## config.mk

```make
export PLATFORM = sky130hd
export DESIGN_NAME = shifted_sketch_register_update
export DESIGN_NICKNAME = d
export VERILOG_FILES = /design/src/rtl/core/ssru_pkg.sv /design/src/rtl/core/ssru_ram.sv /design/src/rtl/core/ssru_ctrl.sv /design/src/rtl/core/ssru_dp.sv /design/src/rtl/core/shifted_sketch_register_update.sv
export SDC_FILE = /design/constraint.sdc
export NUM_CORES = 2
export LEC_CHECK = 0
export BUFFER_PORTS_ARGS = -buffer_cell sky130_fd_sc_hd__clkbuf_2
export CELL_PAD_IN_SITES_DETAIL_PLACEMENT = 1
export CELL_PAD_IN_SITES_GLOBAL_PLACEMENT = 2
export CORE_MARGIN = 1
export CORE_UTILIZATION = 25
export DETAILED_ROUTE_END_ITERATION = 10
export HOLD_SLACK_MARGIN = 0.03
export PLACE_DENSITY_LB_ADDON = 0.1
export SLEW_MARGIN = 30
export SYNTH_ARGS = -nofsm -noshare
export SYNTH_HDL_FRONTEND = slang
export SYNTH_SLANG_ARGS = --single-unit
```

## constraint.sdc

```tcl
create_clock -name clk_i -period 38.8 [get_ports clk_i]
set_clock_uncertainty 0.15 [all_clocks]
set_input_delay 5.82 -clock clk_i [delete_from_list [all_inputs] [get_ports clk_i]]
set_output_delay 5.82 -clock clk_i [all_outputs]
set_load 0.02 [all_outputs]
```

## src/rtl/core/ssru_pkg.sv

```systemverilog
package ssru_pkg;

  // Sketch geometry
  localparam int unsigned NUM_REGS    = 256;
  localparam int unsigned ADDR_W      = $clog2(NUM_REGS);
  localparam int unsigned CNT_W       = $clog2(NUM_REGS + 1);
  localparam int unsigned MAX_BITS    = 8;
  localparam int unsigned REG_W       = MAX_BITS;

  // Field and arithmetic widths
  localparam int unsigned IDX_W    = 8;
  localparam int unsigned LEVEL_W  = 32;
  localparam int unsigned OFFSET_W = 32;
  localparam int unsigned SHIFT_W  = 32;
  localparam int unsigned CFG_W    = 4;
  localparam int unsigned CAND_W   = OFFSET_W + 2;   // signed level - offset
  localparam int unsigned EXC_W    = CAND_W - 1;     // non-negative part of a candidate

  localparam logic [OFFSET_W-1:0] OFFSET_TOP     = 32'h7FFF_FFFF;
  localparam logic [CFG_W-1:0]    RESET_REG_BITS = 4'd4;

  // Configuration port
  localparam int unsigned APB_DW   = 32;
  localparam int unsigned PADDR_W  = 3;
  localparam logic        REG_IDX_REG_BITS = 1'b0;

  typedef struct packed {
    logic [IDX_W-1:0]          register_index;
    logic signed [LEVEL_W-1:0] level;
  } item_t;

  typedef struct packed {
    logic                       updated;
    logic                       rebased;
    logic [SHIFT_W-1:0]         shift_amount;
    logic [REG_W-1:0]           register_value;
    logic signed [OFFSET_W-1:0] current_offset;
  } result_t;

  typedef enum logic [1:0] {
    ST_IDLE,
    ST_EVAL,
    ST_SWEEP,
    ST_FIX
  } state_e;

  // Controller to datapath
  typedef struct packed {
    logic accept;
    logic eval;
    logic sweep;
    logic fix;
  } cmd_t;

  // Datapath to controller
  typedef struct packed {
    logic rebase;
    logic sweep_done;
  } status_t;

  // Effective register width: 0 acts as 1, above MAX_BITS acts as MAX_BITS
  function automatic logic [CFG_W-1:0] eff_bits(input logic [CFG_W-1:0] raw);
    logic [CFG_W-1:0] b;
    b = raw;
    if (raw == '0) begin
      b = CFG_W'(1);
    end else if (raw > CFG_W'(MAX_BITS)) begin
      b = CFG_W'(MAX_BITS);
    end
    return b;
  endfunction

  // Register maximum, 2^bits - 1
  function automatic logic [REG_W-1:0] reg_max(input logic [CFG_W-1:0] bits);
    logic [REG_W:0] t;
    t = (REG_W + 1)'(1) << bits;
    return REG_W'(t - (REG_W + 1)'(1));
  endfunction

  // Offset after (re)initialisation, 1 - 2^(bits-1)
  function automatic logic signed [OFFSET_W-1:0] offset_init(input logic [CFG_W-1:0] bits);
    logic signed [OFFSET_W-1:0] t;
    t = 32'sd1 <<< (bits - CFG_W'(1));
    return 32'sd1 - t;
  endfunction

endpackage

```

## src/rtl/core/ssru_ram.sv

```systemverilog
module ssru_ram #(
  parameter int unsigned WIDTH = 8,
  parameter int unsigned DEPTH = 256
) (
  input  logic                     clk_i,
  input  logic                     we_i,
  input  logic [$clog2(DEPTH)-1:0] waddr_i,
  input  logic [WIDTH-1:0]         wdata_i,
  input  logic [$clog2(DEPTH)-1:0] raddr_i,
  output logic [WIDTH-1:0]         rdata_o
);

  logic [WIDTH-1:0] mem_q [DEPTH];
  logic [WIDTH-1:0] rdata_q;

  // One write port, one registered read port
  always_ff @(posedge clk_i) begin
    if (we_i) begin
      mem_q[waddr_i] <= wdata_i;
    end
    rdata_q <= mem_q[raddr_i];
  end

  assign rdata_o = rdata_q;

endmodule

```

## src/rtl/core/ssru_ctrl.sv

```systemverilog
module ssru_ctrl (
  input  logic              clk_i,
  input  logic              rst_ni,
  input  logic              start,
  output logic              busy,
  output logic              done_o,
  input  ssru_pkg::status_t status_i,
  output ssru_pkg::cmd_t    cmd_o
);

  ssru_pkg::state_e state_q, state_d;
  logic             done_q, done_d;

  // Next state
  always_comb begin
    state_d = state_q;
    case (state_q)
      ssru_pkg::ST_IDLE: begin
        if (start) begin
          state_d = ssru_pkg::ST_EVAL;
        end
      end
      ssru_pkg::ST_EVAL: begin
        state_d = status_i.rebase ? ssru_pkg::ST_SWEEP : ssru_pkg::ST_IDLE;
      end
      ssru_pkg::ST_SWEEP: begin
        if (status_i.sweep_done) begin
          state_d = ssru_pkg::ST_FIX;
        end
      end
      ssru_pkg::ST_FIX: begin
        state_d = ssru_pkg::ST_IDLE;
      end
      default: begin
        state_d = ssru_pkg::ST_IDLE;
      end
    endcase
  end

  // Outputs
  always_comb begin
    cmd_o  = '0;
    done_d = 1'b0;
    busy   = 1'b1;
    case (state_q)
      ssru_pkg::ST_IDLE: begin
        busy          = 1'b0;
        cmd_o.accept  = start;
      end
      ssru_pkg::ST_EVAL: begin
        cmd_o.eval = 1'b1;
        done_d     = !status_i.rebase;
      end
      ssru_pkg::ST_SWEEP: begin
        cmd_o.sweep = 1'b1;
      end
      ssru_pkg::ST_FIX: begin
        cmd_o.fix = 1'b1;
        done_d    = 1'b1;
      end
      default: begin
        busy = 1'b1;
      end
    endcase
  end

  always_ff @(posedge clk_i or negedge rst_ni) begin
    if (!rst_ni) begin
      state_q <= ssru_pkg::ST_IDLE;
      done_q  <= 1'b0;
    end else begin
      state_q <= state_d;
      done_q  <= done_d;
    end
  end

  assign done_o = done_q;

endmodule

```

## src/rtl/core/ssru_dp.sv

```systemverilog
module ssru_dp (
  input  logic                          clk_i,
  input  logic                          rst_ni,
  input  ssru_pkg::cmd_t                cmd_i,
  output ssru_pkg::status_t             status_o,
  input  ssru_pkg::item_t               item_i,
  input  logic                          reinit_i,
  input  logic [ssru_pkg::CFG_W-1:0]    cfg_bits_i,
  output ssru_pkg::result_t             result_o
);

  localparam int unsigned AW = ssru_pkg::ADDR_W;
  localparam int unsigned RW = ssru_pkg::REG_W;
  localparam int unsigned CW = ssru_pkg::CAND_W;
  localparam int unsigned EW = ssru_pkg::EXC_W;
  localparam int unsigned OW = ssru_pkg::OFFSET_W;

  // Item registers
  logic [ssru_pkg::IDX_W-1:0] idx_q;
  logic                       in_range_q, in_range_d;
  logic signed [CW-1:0]       cand_q, cand_d;
  logic [EW-1:0]              excess_q, excess_d;
  logic [RW-1:0]              old_q;
  ssru_pkg::result_t          result_q, result_d;

  // Store state
  logic signed [OW-1:0]                 offset_q, offset_d;
  logic [ssru_pkg::NUM_REGS-1:0]        valid_q, valid_d;

  // Sweep
  logic [ssru_pkg::CNT_W-1:0] cnt_q, cnt_d;
  logic                       wr_pend_q, wr_pend_d;
  logic [AW-1:0]              wr_addr_q;
  logic                       sweep_rd;

  // Memory port
  logic          ram_we;
  logic [AW-1:0] ram_waddr, ram_raddr;
  logic [RW-1:0] ram_wdata, ram_rdata;

  // Evaluation
  logic [ssru_pkg::CFG_W-1:0] eff;
  logic [RW-1:0]       rmax;
  logic [RW-1:0]       old_val;
  logic [EW-1:0]       cand_mag;
  logic                take, over, store, rebase;
  logic [RW-1:0]       sw_old, sw_new;
  logic signed [CW-1:0] off_sum;
  logic signed [OW-1:0] off_new;

  assign eff  = ssru_pkg::eff_bits(cfg_bits_i);
  assign rmax = ssru_pkg::reg_max(eff);

  ssru_ram #(
    .WIDTH (RW),
    .DEPTH (ssru_pkg::NUM_REGS)
  ) u_ram (
    .clk_i   (clk_i),
    .we_i    (ram_we),
    .waddr_i (ram_waddr),
    .wdata_i (ram_wdata),
    .raddr_i (ram_raddr),
    .rdata_o (ram_rdata)
  );

  // Candidate at accept: level - offset, never overflows CW bits
  assign cand_d = {{(CW - ssru_pkg::LEVEL_W){item_i.level[ssru_pkg::LEVEL_W-1]}}, item_i.level}
                - {{(CW - OW){offset_q[OW-1]}}, offset_q};
  assign in_range_d = ({1'b0, item_i.register_index} < (ssru_pkg::IDX_W + 1)'(ssru_pkg::NUM_REGS));

  // Compare against the stored value; entries never written read as zero
  assign old_val  = valid_q[idx_q[AW-1:0]] ? ram_rdata : '0;
  assign cand_mag = cand_q[CW-2:0];
  assign take     = in_range_q && !cand_q[CW-1] && (cand_mag > EW'(old_val));
  assign over     = cand_mag > EW'(rmax);
  assign store    = take && !over;
  assign rebase   = take && over;
  assign excess_d = cand_mag - EW'(rmax);

  // Sweep: lower each entry by the excess, flooring at zero
  assign sweep_rd = cmd_i.sweep && !status_o.sweep_done;
  assign sw_old   = valid_q[wr_addr_q] ? ram_rdata : '0;
  assign sw_new   = (excess_q > EW'(sw_old)) ? '0 : (sw_old - excess_q[RW-1:0]);

  // Offset after rebase, saturating at the top
  assign off_sum = {{(CW - OW){offset_q[OW-1]}}, offset_q} + {1'b0, excess_q};
  assign off_new = (!off_sum[CW-1] && (off_sum[CW-2:0] > {1'b0, ssru_pkg::OFFSET_TOP}))
                 ? ssru_pkg::OFFSET_TOP : off_sum[OW-1:0];

  assign status_o.rebase     = rebase;
  assign status_o.sweep_done = (cnt_q == ssru_pkg::CNT_W'(ssru_pkg::NUM_REGS));

  // Memory port selection, one user per state
  always_comb begin
    ram_raddr = sweep_rd ? cnt_q[AW-1:0] : item_i.register_index[AW-1:0];
    ram_we    = 1'b0;
    ram_waddr = idx_q[AW-1:0];
    ram_wdata = cand_q[RW-1:0];
    if (cmd_i.eval && store) begin
      ram_we = 1'b1;
    end else if (cmd_i.fix) begin
      ram_we    = 1'b1;
      ram_wdata = rmax;
    end else if (cmd_i.sweep && wr_pend_q) begin
      ram_we    = 1'b1;
      ram_waddr = wr_addr_q;
      ram_wdata = sw_new;
    end
  end

  // Control state next values
  always_comb begin
    valid_d   = valid_q;
    offset_d  = offset_q;
    cnt_d     = cnt_q;
    wr_pend_d = sweep_rd;
    if (reinit_i) begin
      valid_d  = '0;
      offset_d = ssru_pkg::offset_init(eff);
    end else begin
      if (ram_we) begin
        valid_d[ram_waddr] = 1'b1;
      end
      if (cmd_i.fix) begin
        offset_d = off_new;
      end
    end
    if (cmd_i.eval) begin
      cnt_d = '0;
    end else if (sweep_rd) begin
      cnt_d = cnt_q + ssru_pkg::CNT_W'(1);
    end
  end

  // Result
  always_comb begin
    result_d = result_q;
    if (cmd_i.eval) begin
      result_d.updated        = store;
      result_d.rebased        = 1'b0;
      result_d.shift_amount   = '0;
      result_d.register_value = !in_range_q ? '0 : (store ? cand_q[RW-1:0] : old_val);
      result_d.current_offset = offset_q;
    end else if (cmd_i.fix) begin
      result_d.updated        = (rmax != old_q);
      result_d.rebased        = 1'b1;
      result_d.shift_amount   = excess_q[ssru_pkg::SHIFT_W-1:0];
      result_d.register_value = rmax;
      result_d.current_offset = off_new;
    end
  end

  always_ff @(posedge clk_i or negedge rst_ni) begin
    if (!rst_ni) begin
      valid_q   <= '0;
      offset_q  <= ssru_pkg::offset_init(ssru_pkg::eff_bits(ssru_pkg::RESET_REG_BITS));
      cnt_q     <= '0;
      wr_pend_q <= 1'b0;
    end else begin
      valid_q   <= valid_d;
      offset_q  <= offset_d;
      cnt_q     <= cnt_d;
      wr_pend_q <= wr_pend_d;
    end
  end

  // Payload registers
  always_ff @(posedge clk_i) begin
    if (cmd_i.accept) begin
      idx_q      <= item_i.register_index;
      in_range_q <= in_range_d;
      cand_q     <= cand_d;
    end
    if (cmd_i.eval) begin
      excess_q <= excess_d;
      old_q    <= old_val;
    end
    if (sweep_rd) begin
      wr_addr_q <= cnt_q[AW-1:0];
    end
    result_q <= result_d;
  end

  assign result_o = result_q;

endmodule

```

## src/rtl/core/shifted_sketch_register_update.sv

```systemverilog
// Sketch register update. An item (register index, quantised level) is taken
// when start is high and busy is low; its result appears on result_o for one
// cycle with done_o high and must be taken then. An ordinary item first reads
// the named register from the sketch RAM, then compares and writes back, and
// the next item may be started in the cycle its result is shown. An item that
// overflows the register maximum rebases the sketch: a read-modify-write sweep
// over all NUM_REGS entries of the RAM, then a step that sets the named
// register and the offset.
// Writing reg_bits through the APB port clears the sketch and resets the
// offset at once; it is only to be done while busy is low and no result is
// pending.
module shifted_sketch_register_update (
  input  logic                            clk_i,
  input  logic                            rst_ni,
  // Item channel
  input  logic                            start,
  output logic                            busy,
  input  ssru_pkg::item_t                 item_i,
  // Result channel
  output logic                            done_o,
  output ssru_pkg::result_t               result_o,
  // Configuration
  input  logic                            psel,
  input  logic                            penable,
  input  logic                            pwrite,
  input  logic [ssru_pkg::PADDR_W-1:0]    paddr,
  input  logic [ssru_pkg::APB_DW-1:0]     pwdata,
  output logic [ssru_pkg::APB_DW-1:0]     prdata,
  output logic                            pready
);

  logic [ssru_pkg::CFG_W-1:0] reg_bits_q;
  logic [ssru_pkg::CFG_W-1:0] cfg_bits;
  logic                       reg_sel;
  logic                       cfg_wr;
  ssru_pkg::cmd_t             cmd;
  ssru_pkg::status_t          status;

  // Register decode, one word per register
  assign reg_sel = (paddr[ssru_pkg::PADDR_W-1:2] == ssru_pkg::REG_IDX_REG_BITS);
  assign pready  = 1'b1;
  assign cfg_wr  = psel && penable && pwrite && pready && reg_sel;
  assign prdata  = reg_sel ? ssru_pkg::APB_DW'(reg_bits_q) : '0;

  always_ff @(posedge clk_i or negedge rst_ni) begin
    if (!rst_ni) begin
      reg_bits_q <= ssru_pkg::RESET_REG_BITS;
    end else if (cfg_wr) begin
      reg_bits_q <= pwdata[ssru_pkg::CFG_W-1:0];
    end
  end

  // Width in force; a write takes effect in its own cycle
  assign cfg_bits = cfg_wr ? pwdata[ssru_pkg::CFG_W-1:0] : reg_bits_q;

  ssru_ctrl u_ctrl (
    .clk_i    (clk_i),
    .rst_ni   (rst_ni),
    .start    (start),
    .busy     (busy),
    .done_o   (done_o),
    .status_i (status),
    .cmd_o    (cmd)
  );

  ssru_dp u_dp (
    .clk_i      (clk_i),
    .rst_ni     (rst_ni),
    .cmd_i      (cmd),
    .status_o   (status),
    .item_i     (item_i),
    .reinit_i   (cfg_wr),
    .cfg_bits_i (cfg_bits),
    .result_o   (result_o)
  );

endmodule

```

==> reports/metrics.yaml <==
antenna_left: 0
grt_max_degree: 135
routed_wl_um: 416000
clk_pin_slew_worst_paths_ns: 0.05
crit_fanout: 20
synth_cell_type_count: 86
io_pins: 190
antenna_found_initial: 38
hold_buffers: 0
endpoint_kind: "register"
yosysSeqAreaShare_pct: 68.4
wl_per_cell_um: 28.0
min_period_ns: 12.99
totalNegativeSetupSlack_ns: 0
finalCritPeriodShare_pct: 33.5
p_leak_nw: 43.3
cts_setup_buffers: 0
num_rows: 241
clock_path_buffers: 4
drc: 0
maxCapViolCount: 0
power_switching_mw: 1.44
io_buffers: 130
grt_use_met2_pct: 31.0
worst_ep_arrival_time_ns: 13.39
crit_type: "input port to register"
rsz0062_at_grt: "false"
pwr-share-clk_pct: 46.9
use_met1_pct: 26.3
root_buffer: "clkbuf_16"
power_frac_comb_pct: 4.9
synth_flop_cell: "edfxtp_1"
drtPass1Iterations: 6
start_util_pct: 25.1
synth_area_um2: 108000
fin_ws_ns: 25.81
ys_ff_latch: 2525
netlist_instances: 8776
htree_levels: 5
grt_overflow: 0
mostFrequentLayoutCells: "nand2_1 (2318), edfxtp_1 (2179), nand3_1 (820)"
cts_sinks: 2525
grt_pass1_vias: 74600
critPathSlowestCell: "o21ai_4"
core_area_um2: 431000
syn_avg_cell_area_um2: 12.3
dieArea_um2: 435000
swShare_pct: 23.4
cts_buffers: 313
final_common_cell: "nand2_1"
grt_use_total_pct: 18.8
drtIter0Drc: 5000
drt-vias-per-instance: 4.84
drv_slew: 0
gr-usage-met3_pct: 2.23
p_per_area_nw_per_um2: 48.9
hold_violations: 0
status: "finished, final reports clean"
hold_class: "register to register"
path_cells: "clkbuf_2 -> and4b_1 -> nand2_1 -> and2_1 -> inv_1 -> nor2_1 -> nand2_1 -> ha_1 -> xor2_1 -> ha_1 -> o21ai_0 -> a21boi_0 -> o21ai_0 -> a21boi_0 -> o2111a_1 -> or3_1 -> o21ai_4 -> nand2_4 -> buf_4 -> buf_4 -> buf_12 -> nor2_1"
worst_pin_slew_ns: 1.13
regArea_um2: 73900
pre_cts_ws_ns: 24.70
multi_input_area_um2: 31700
cts_tree: "built"
drive_gt1_share_pct: 12.1
relSlewSlack_pct: 23.7
hpwl_um: 261000
route.vias.total: 71800
internal_power_mw: 4.70
setup_violations: 0
die_x_um: 659
clock_latency_ns: 0.95
fmaxAchievable_mhz: 77.0
p_seq_share_pct: 48.2
grt_pass1_wl_um: 588000
busiest_layer: "met2"
yosysWarnings: 0
ir_drop_mv: 0.0330
n_fill_cell: 46400
synth_edf_count: 2179
crit_path_start_kind: "input port"
synthArstFlopShare_pct: 12.1
ctsResizeCount: 0
die_h_um: 659
cp.required_ns: 39.20
place.gp.congestion: 0.760
max_stage_delay_ns: 0.71
layout.nets: 9053
syn_to_final_growth_pct: 16.3
holdWs_ns: 0.314
## through the flow
stage	total power, mW	utilization, %	cells	cell area [um2]
global route	6.36	29.2	14800	126000
detailed placement	3.32	26.8	14300	115000
finish	6.14	29.2	14800	126000
CTS	6.24	29.1	14800	125000
global placement	3.32	26.8	14300	115000
floorplan	3.22	-	8806	108000
## metal layers
metal,routed length (um),share of wire [%],up-vias
met3,15400,3.7,462
met4,9720,2.3,2
li1,-,-,32300
met1,194000,47,37800
met2,197000,47,1373
met5,7,0.0017,-
## worst paths after layout
kind | cells after the start | to | start | slack (ns)
max in group asynchronous | 3 | async pin | rst_ni | 31.60
hold / removal | 2 | u_dp.result_o[49] | u_dp.result_o[49] | 0.31
setup / recovery | 22 | u_dp.u_ram.mem_q[150][0] | paddr[2] | 25.81
setup reg to reg | 22 | u_dp.u_ram.mem_q[243][3] | u_dp.wr_addr_q[0] | 29.02
hold reg to reg | 2 | u_dp.result_o[49] | u_dp.result_o[49] | 0.31
min in group asynchronous | 1 | u_dp.valid_q[160] | rst_ni | 4.74
## worst max-delay path, delay by kind of cell
family	cells	cell delay, ns
xor+xnor	1	0.39
buf+inv	5	1.49
simple gates	8	3.12
compound gates	6	1.69
fa+ha+maj	2	0.68
## power by group through the flow
stage,registers [mW],logic [mW],clock network (mW)
2_1_floorplan,3.01,0.212,0
6_report,2.96,0.300,2.88
5_1_grt,2.96,0.337,3.06
3_5_place_dp,3.02,0.303,0
3_3_place_gp,3.02,0.301,0
4_1_cts,2.96,0.305,2.97
## sequential cells by signal (all words and copies together), names as in the netlist, named ones only
register            flops
u_dp.u_ram.mem_q     2048
u_dp.valid_q          256
u_dp.result_o          74
u_dp.cand_q            33
u_dp.excess_q          33
u_dp.offset_q          32
u_dp.cnt_q              9
u_dp.idx_q              8
u_dp.old_q              8
u_dp.u_ram.rdata_o      8
u_dp.wr_addr_q          8
reg_bits_q              4
u_ctrl.done_o           1
u_ctrl.state_q          1
u_dp.wr_pend_q          1
## cells by family (layout without fill, tap and decap cells)
logic type | count (synthesis) | in the layout | share of synthesized area (%)
simple gates | 3921 | 3921 | 15.5
flops | 2525 | 2525 | 68.4
compound gates | 1148 | 1148 | 6.58
buf+inv | 709 | 1028 | 2.82
mux | 263 | 263 | 4.61
fa+ha+maj | 105 | 105 | 1.24
xor+xnor | 103 | 103 | 0.835
other cells | 2 | 45 | 0.00695
## layout make-up
cell class              count  area share, %
flip-flops and latches   2525           58.9
diodes                     13         0.0259
clock inverters           168           1.24
clock buffers             405           6.68
well taps                5710           5.69
inverters                 132          0.395
repair buffers            323           1.90
multi-input cells        5572           25.2
## cells in the mapped netlist (all sizes together), types with 7 or more instances
cell type / number / area, um2
a211o: 7 / 61.3
a211oi: 8 / 60.1
a21o: 39 / 293
a21oi: 147 / 739
a221o: 10 / 100
a221oi: 7 / 67.6
a22oi: 12 / 90.1
a311oi: 41 / 359
a31oi: 241 / 1510
a32o: 14 / 140
a32oi: 65 / 569
and2: 11 / 68.8
and3: 68 / 425
buf: 301 / 1510
clkbuf: 276 / 1040
dfrtp: 274 / 6860
dfstp: 31 / 815
dfxtp: 41 / 821
edfxtp: 2179 / 65400
ha: 101 / 1260
inv: 130 / 488
mux2i: 72 / 721
mux4: 187 / 4210
nand2: 2327 / 8740
nand2b: 12 / 75.1
nand3: 825 / 4180
nand4: 112 / 701
nor2: 423 / 1590
nor2b: 18 / 113
nor3: 56 / 280
nor3b: 7 / 52.6
nor4: 15 / 109
o211ai: 7 / 52.6
o21a: 21 / 158
o21ai: 450 / 2260
o21bai: 13 / 97.6
o22ai: 10 / 62.6
o31a: 7 / 61.3
o31ai: 12 / 90.1
or3: 18 / 113
or4: 9 / 71.3
xnor2: 65 / 569
xor2: 38 / 333
No activity file was read; power rests on OpenSTA's default activity.
